===== config.mk =====
export PLATFORM = sky130hd
export DESIGN_NAME = pfc_ctrl
export DESIGN_NICKNAME = d
export VERILOG_FILES = /design/src/rtl/pfc_pkg.sv /design/src/rtl/pfc_ctrl.sv
export SDC_FILE = /design/constraint.sdc
export NUM_CORES = 1
export LEC_CHECK = 0
export ABC_AREA = 1
export BUFFER_PORTS_ARGS = -buffer_cell sky130_fd_sc_hd__buf_4
export CELL_PAD_IN_SITES_DETAIL_PLACEMENT = 1
export CELL_PAD_IN_SITES_GLOBAL_PLACEMENT = 1
export CORE_AREA = 4 4 41 43
export DETAILED_ROUTE_END_ITERATION = 6
export DIE_AREA = 0 0 45 47
export PLACE_DENSITY_LB_ADDON = 0.3
export SLEW_MARGIN = 20
export SYNTH_ARGS = -nofsm -noshare
export SYNTH_HDL_FRONTEND = slang
export SYNTH_SLANG_ARGS = --single-unit

===== constraint.sdc =====
create_clock -name clk -period 1.55 [get_ports clk]
set_input_delay 0.0775 -clock clk [delete_from_list [all_inputs] [get_ports clk]]
set_output_delay 0.0775 -clock clk [all_outputs]
set_load 0.03 [all_outputs]

===== src/rtl/pfc_pkg.sv =====
`timescale 1ns / 1ps

package pfc_pkg;

  // Palette geometry
  localparam int PALETTE_ENTRIES = 256;
  localparam int ADDR_W          = $clog2(PALETTE_ENTRIES);
  localparam int IDX_W           = 8;
  localparam int COMP_W          = 8;
  localparam int RGB_W           = 3 * COMP_W;
  localparam int COMP_MAX        = 255;

  // Fade arithmetic
  localparam int INC_W      = COMP_W + 1;
  localparam int OFFSET_W   = INC_W + 1;
  localparam int FADE_START = 255;

  // Stream widths
  localparam int OP_W        = 3;
  localparam int MODE_W      = 2;
  localparam int IN_TDATA_W  = 40;
  localparam int OUT_TDATA_W = 32;
  localparam int OUT_TUSER_W = 1;

  localparam logic [RGB_W-1:0] RGB_WHITE = {RGB_W{1'b1}};

  typedef enum logic [OP_W-1:0] {
    OP_WRITE    = 3'd0,
    OP_CLEAR    = 3'd1,
    OP_FADE_IN  = 3'd2,
    OP_FADE_OUT = 3'd3,
    OP_TICK     = 3'd4,
    OP_READ     = 3'd5
  } opcode_t;

  typedef enum logic [MODE_W-1:0] {
    MODE_IDLE = 2'd0,
    MODE_IN   = 2'd1,
    MODE_OUT  = 2'd2
  } fade_mode_t;

  typedef enum logic [2:0] {
    ST_INIT,
    ST_IDLE,
    ST_CLEAR,
    ST_TICK,
    ST_PUSH
  } ctrl_state_t;

  // Controller to datapath
  typedef struct packed {
    logic exec;
    logic init_step;
    logic clear_step;
    logic tick_step;
    logic push;
  } dp_cmd_t;

  // Datapath to controller
  typedef struct packed {
    logic cnt_last;
    logic cnt_zero;
    logic tick_sweep;
  } dp_sts_t;

endpackage


===== src/rtl/pfc_ctrl.sv =====
`timescale 1ns / 1ps

module pfc_ctrl (
  input  logic                      clk,
  input  logic                      rst_n,
  input  logic                      in_tvalid,
  input  logic [pfc_pkg::OP_W-1:0]  in_op,
  output logic                      in_tready,
  output logic                      out_tvalid,
  input  logic                      out_tready,
  input  pfc_pkg::dp_sts_t          sts,
  output pfc_pkg::dp_cmd_t          cmd
);

  pfc_pkg::ctrl_state_t state_r, state_nxt;
  pfc_pkg::opcode_t     op;
  logic                 out_valid_r;
  logic                 in_acc;
  logic                 push;

  assign op     = pfc_pkg::opcode_t'(in_op);
  assign in_acc = in_tvalid && (state_r == pfc_pkg::ST_IDLE);
  assign push   = (state_r == pfc_pkg::ST_PUSH) && (!out_valid_r || out_tready);

  // Next state
  always_comb begin
    state_nxt = state_r;
    unique case (state_r)
      pfc_pkg::ST_INIT: begin
        if (sts.cnt_last) begin
          state_nxt = pfc_pkg::ST_IDLE;
        end
      end
      pfc_pkg::ST_IDLE: begin
        if (in_acc) begin
          priority if (op == pfc_pkg::OP_CLEAR) begin
            state_nxt = pfc_pkg::ST_CLEAR;
          end else if (op == pfc_pkg::OP_TICK && sts.tick_sweep) begin
            state_nxt = pfc_pkg::ST_TICK;
          end else begin
            state_nxt = pfc_pkg::ST_PUSH;
          end
        end
      end
      pfc_pkg::ST_CLEAR, pfc_pkg::ST_TICK: begin
        if (sts.cnt_last) begin
          state_nxt = pfc_pkg::ST_PUSH;
        end
      end
      pfc_pkg::ST_PUSH: begin
        if (push) begin
          state_nxt = pfc_pkg::ST_IDLE;
        end
      end
      default: begin
        state_nxt = pfc_pkg::ST_INIT;
      end
    endcase
  end

  // Commands
  always_comb begin
    in_tready      = state_r == pfc_pkg::ST_IDLE;
    cmd.exec       = in_acc;
    cmd.init_step  = state_r == pfc_pkg::ST_INIT;
    cmd.clear_step = state_r == pfc_pkg::ST_CLEAR;
    cmd.tick_step  = state_r == pfc_pkg::ST_TICK;
    cmd.push       = push;
  end

  always_ff @(posedge clk) begin
    if (!rst_n) begin
      state_r     <= pfc_pkg::ST_INIT;
      out_valid_r <= 1'b0;
    end else begin
      state_r <= state_nxt;
      if (push) begin
        out_valid_r <= 1'b1;
      end else if (out_tready) begin
        out_valid_r <= 1'b0;
      end
    end
  end

  assign out_tvalid = out_valid_r;

  // Sweeps always start from entry zero
  a_idle_cnt_zero: assert property (@(posedge clk) disable iff (!rst_n)
    state_r == pfc_pkg::ST_IDLE |-> sts.cnt_zero)
    else $error("sweep counter not at zero while idle");

  // One result per item: never two loads in a row
  a_push_once: assert property (@(posedge clk) disable iff (!rst_n)
    push |=> !push)
    else $error("result register loaded twice for one transaction");

  // A clear always runs its sweep
  a_clear_sweep: assert property (@(posedge clk) disable iff (!rst_n)
    in_acc && op == pfc_pkg::OP_CLEAR |=> state_r == pfc_pkg::ST_CLEAR)
    else $error("clear accepted without a clearing sweep");

  // No new item taken while a sweep is in flight
  a_no_accept_sweep: assert property (@(posedge clk) disable iff (!rst_n)
    (state_r == pfc_pkg::ST_TICK || state_r == pfc_pkg::ST_CLEAR) |-> !cmd.exec)
    else $error("transaction accepted during a sweep");

endmodule


## Word-level counts from Yosys, hierarchy flattened

Cells that the tools add are included.

| operators by class | value |
|---|---|
| equal/unequal tests | 10 |
| muxes and demuxes | 9 |
| reductions and logical operators | 9 |

Operator list:

| operator | number |
|---|---|
| 3-bit two-way mux | 6 |
| 3-bit one-hot mux with 4 select lines | 1 |
| 3-bit by 1-bit == test with 1-bit output, second input constant | 2 |
| 3-bit by 2-bit == test with 1-bit output, second input constant | 2 |
| 3-bit == test, second input constant | 2 |
| 2-bit inequality test, second input constant | 3 |
| 4-bit AND reduction | 1 |
| 1-bit logical AND | 3 |
| 3-bit zero test | 1 |
| 1-bit two-way mux | 2 |
| 2-bit by 1-bit inequality test with 1-bit output, second input constant | 1 |
| 2-bit nonzero test | 1 |
| 2-bit OR reduction | 1 |
| 1-bit zero test | 1 |
| 1-bit logical OR | 1 |

| word-level totals | value |
|---|---|
| bits in registers | 4 |
| bits of input ports | 10 |
| output and inout port bits | 7 |
| word-level logic and storage cells | 30 |

## Logic depth before layout (Yosys ltp)

| logic depth | value |
|---|---|
| depth after elaboration | 6 |
| mapped depth | 7 |
| gate-level depth less buffers | 7 |

## Worst setup path after synthesis

Ideal clock, no wire load.

| path | value |
|---|---|
| kind | register -> register |
| start point | register out_valid_r, in the netlist out_tvalid |
| end point | register state_r[1] |
| library setup time | 0.114 ns |
| arrival time | 1.116 ns |
| required time | 1.436 ns |
| path slack | 0.320 ns |
| cell stages (with the launch flop) | 8 |
| path buffers | 0 |
| period minus slack after synthesis | 1.230 ns |
| path through | dfxtp_1 > inv_1 > nor2_1 > nand3_1 > nand3_4 > nand2_1 > nand2_1 > nor2_2 |

| between the ends | value |
|---|---|
| longest elaborated chain between the ends | 5 |

Ends and longest elaborated chain:

| item | line | RTL |
|---|---|---|
| start, declared | pfc_ctrl.sv:17 | `logic out_valid_r;` |
| start signal, assigned | pfc_ctrl.sv:74 | `out_valid_r <= 1'b0;` |
| start signal, assigned | pfc_ctrl.sv:78 | `out_valid_r <= 1'b1;` |
| start signal, assigned | pfc_ctrl.sv:80 | `out_valid_r <= 1'b0;` |
| 1-bit zero test | pfc_ctrl.sv:23 | `assign push = (state_r == pfc_pkg::ST_PUSH) && (!out_valid_r \|\| out_tready);` |
| 1-bit logical OR | pfc_ctrl.sv:23 |  |
| 1-bit logical AND | pfc_ctrl.sv:23 |  |
| 2-bit inequality test (no line) | -- |  |
| 4-bit AND reduction (no line) | -- |  |
| end signal, assigned | pfc_ctrl.sv:73 | `state_r <= pfc_pkg::ST_INIT;` |
| end signal, assigned | pfc_ctrl.sv:76 | `state_r <= state_nxt;` |
| end, declared | pfc_ctrl.sv:15 | `pfc_pkg::ctrl_state_t state_r, state_nxt;` |

No other way between the ends.
A chain may end at the register's enable or synchronous reset.

==> impl_metrics.json <==
{
  "first_global_vias": 351,
  "grt_pass1_wl_um": 1410,
  "switching_power_mw": 0.516,
  "dp_slack_ns": 0.444,
  "fmax_ghz": 0.795,
  "synth_area_um2": 323,
  "finalMaxSlewViolations": 0,
  "post-route-period-util_pct": 81.2,
  "ys_seq_elements": 4,
  "path_clk_slew_ns": 0.03,
  "total_power_mw": 0.981,
  "synthMuxAreaShare_pct": 0,
  "synth_top_area_cell": "dfxtp_1",
  "synth_xor_area_share_pct": 0,
  "grt_max_degree": 7,
  "rows": 13,
  "synth-warning-count": 0,
  "synth_adder_area_share_pct": 0,
  "ys.flop_type": "dfxtp_1",
  "num_antenna_cells": 0,
  "root_buffer": "clkbuf_4",
  "synthCells": 50,
  "remaining_drc_errors": 0,
  "coreArea_um2": 1300,
  "reg2reg_to": "state_r[1]",
  "grt_overflow": 0,
  "critical_path_class": "flip-flop to output pin",
  "p_seq_share_pct": 20.4,
  "ys_async_sr_fraction_pct": 0,
  "min_to": "out_tvalid",
  "cts_buffer_depth": 2,
  "syn_nets": 60,
  "die_x_um": 45,
  "p_clk_share_pct": 12.9,
  "portBuffers": 15,
  "cts_sinks": 4,
  "grtUsageTotal_pct": 9.16,
  "start_util_pct": 24.8,
  "hold_buffers": 0,
  "cp_max_fo": 6,
  "place_congestion": 0.713,
  "hp-class": "input pin to flip-flop",
  "final_cell_area_um2": 462,
  "synth_common_cells": "nor2_1 (10), nand2_1 (9), dfxtp_1 (4), inv_1 (4)",
  "cap_violations": 0,
  "ctsResizeCount": 0,
  "intPower_mw": 0.465,
  "cpPeakStageDelay_ns": 0.47,
  "worstRegToRegCells": 7,
  "holdPathStages": 2,
  "cts_tree": "built",
  "synth_cell_types": 18,
  "p_sw_share_pct": 52.6,
  "routed_wirelength_um": 838,
  "vias": 347,
  "power_density_nw_per_um2": 2130,
  "h-tree-depth": 1,
  "setup_tns_ns": 0,
  "layout.nets": 78,
  "drtIter0Drc": 3,
  "ys_seq_area_share_pct": 24.8,
  "dr.pass1.iters": 4,
  "synth_edf_count": 0,
  "synth.avg_cell_area_um2": 6.46,
  "pwr-share-comb_pct": 66.7,
  "vdd_drop_max_mv": 0.583,
  "dpl.hpwl_um": 711,
  "die_area_um2": 2120,
  "regToRegStartpoint": "state_r[1]",
  "worst_pin_slew_ns": 0.286,
  "synth_top_family_by_area": "simple AND/OR/NAND/NOR gates",
  "cp_cell_sequence": "inv_2 > nor3_2 > buf_4",
  "fin_cells": 81,
  "placed_cell_area_um2": 439,
  "synth_compound_area_share_pct": 6.98,
  "rrSetupSlack_ns": 0.46,
  "crit_path_start_kind": "flip-flop",
  "yosys.area_share.simple_pct": 53.1,
  "status": "finished, final reports clean",
  "fin_skew_ns": 0.00472,
  "numCtsBuffers": 3,
  "synth.most_common_cell": "nor2_1",
  "area_growth_pct": 43.0,
  "synth_top_area_share_pct": 24.8,
  "antenna_left": 0,
  "critPathCaptureType": "output pin",
  "die_h_um": 47,
  "placedCellCount": 78,
  "slowest_stage": "dfxtp_1",
  "power_leakage_nw": 0.230,
  "required_ns": 1.47,
  "antenna_found_initial": 0,
  "vias_per_cell": 4.28,
  "rsz0062_at_grt": "false",
  "post_drt_wl_per_cell_um": 10.3,
  "post-cts-setup-buffers": 0,
  "worst_slack_ns": 0.292,
  "setup_viol": 0,
  "pin_count": 17,
  "hold_viol_final": 0,
  "hold_start": "rst_n",
  "clk_latency_ns": 0.23,
  "fin_crit_ns": 1.26,
  "relSlewSlack_pct": 80.9,
  "synth_area_leaders": "dfxtp_1 (25%), nor2_1 (12%), nand2_1 (10%), nor2_2 (5.8%), nand3_4 (5.4%)",
  "crit_arrival_ns": 1.18,
  "drive_gt1_share_pct": 47.0
}
[logic make-up (layout without fill, tap and decap cells)]
logic type	Yosys count	count (layout)
flip-flops	4	4
AND/OR/NAND/NOR	32	32
AO/OA/AOI/OAI	4	4
buffers and inverters	10	26
[layer usage]
| metal | track usage [%] | share of wire [%] | up-vias |
|---|---|---|---|
| met2 | 16.1 | 55 | 5 |
| met5 | 0 | 0 | - |
| met1 | 10.7 | 42 | 158 |
| met3 | 1.15 | 3.8 | 0 |
| met4 | 5.26 | 0 | 0 |
| li1 | - | - | 184 |
[layout make-up]
class / count / area, µm²
fill: 179 / 840
multi-input combinational: 36 / 194
timing repair buffer: 15 / 113
sequential: 4 / 80.1
inverter: 8 / 33.8
clock buffer: 3 / 22.5
tap: 15 / 18.8
[worst max-delay path, delay by kind of cell (launching register included)]
| family | cells | cell delay [ns] |
|---|---|---|
| buf+inv | 2 | 0.28 |
| flops | 1 | 0.47 |
| simple gates | 1 | 0.21 |
[worst max-delay path by stage]
stage | to | slack (ns) | cells after the start | startpoint
4_1_cts | cmd[0] | 0.27 | 3 | state_r[2]
3_5_place_dp | state_r[1] | 0.44 | 7 | out_tvalid
2_1_floorplan | state_r[1] | 0.32 | 7 | out_tvalid
5_1_grt | cmd[4] | 0.18 | 5 | state_r[0]
6_report | cmd[0] | 0.29 | 3 | state_r[2]
3_3_place_gp | state_r[1] | 0.44 | 7 | out_tvalid
[registers in the layout, summed over array words and instances, names as in the netlist]
name	count
out_tvalid	1
state_r	3
[power by group through the flow]
stage | Clock [mW] | Sequential (mW) | Combinational, mW
finish | 0.126 | 0.201 | 0.655
global route | 0.139 | 0.210 | 0.728
CTS | 0.132 | 0.202 | 0.669
detailed placement | 0 | 0.203 | 0.665
global placement | 0 | 0.202 | 0.659
floorplan | 0 | 0.205 | 0.489
[metrics by stage]
stage | hold WS, ns | util, %
after global placement | 0.326 | 33.8
after detailed placement | 0.338 | 33.8
after floorplan | 0.195 | -
after global routing | 0.112 | 35.5
final | 0.0958 | 35.5
after CTS | 0.102 | 35.5
[cell usage in the layout (no fill, tap or decap)]
cell type	Yosys	routed
nor3_1	1	1
nand3_4	1	1
nand2_1	9	9
nor2_1	10	10
buf_4	2	15
nor2_4	1	1
dfxtp_1	4	4
clkinvlp_4	1	1
clkbuf_4	0	3
a21oi_1	2	2
nor2_2	3	3
nor3_2	1	1
o21a_1	1	1
nand3_1	3	3
inv_2	3	3
nand2_2	2	2
inv_1	4	4
nand3_2	1	1
o21ai_1	1	1
(Power assumes the default switching activity.)
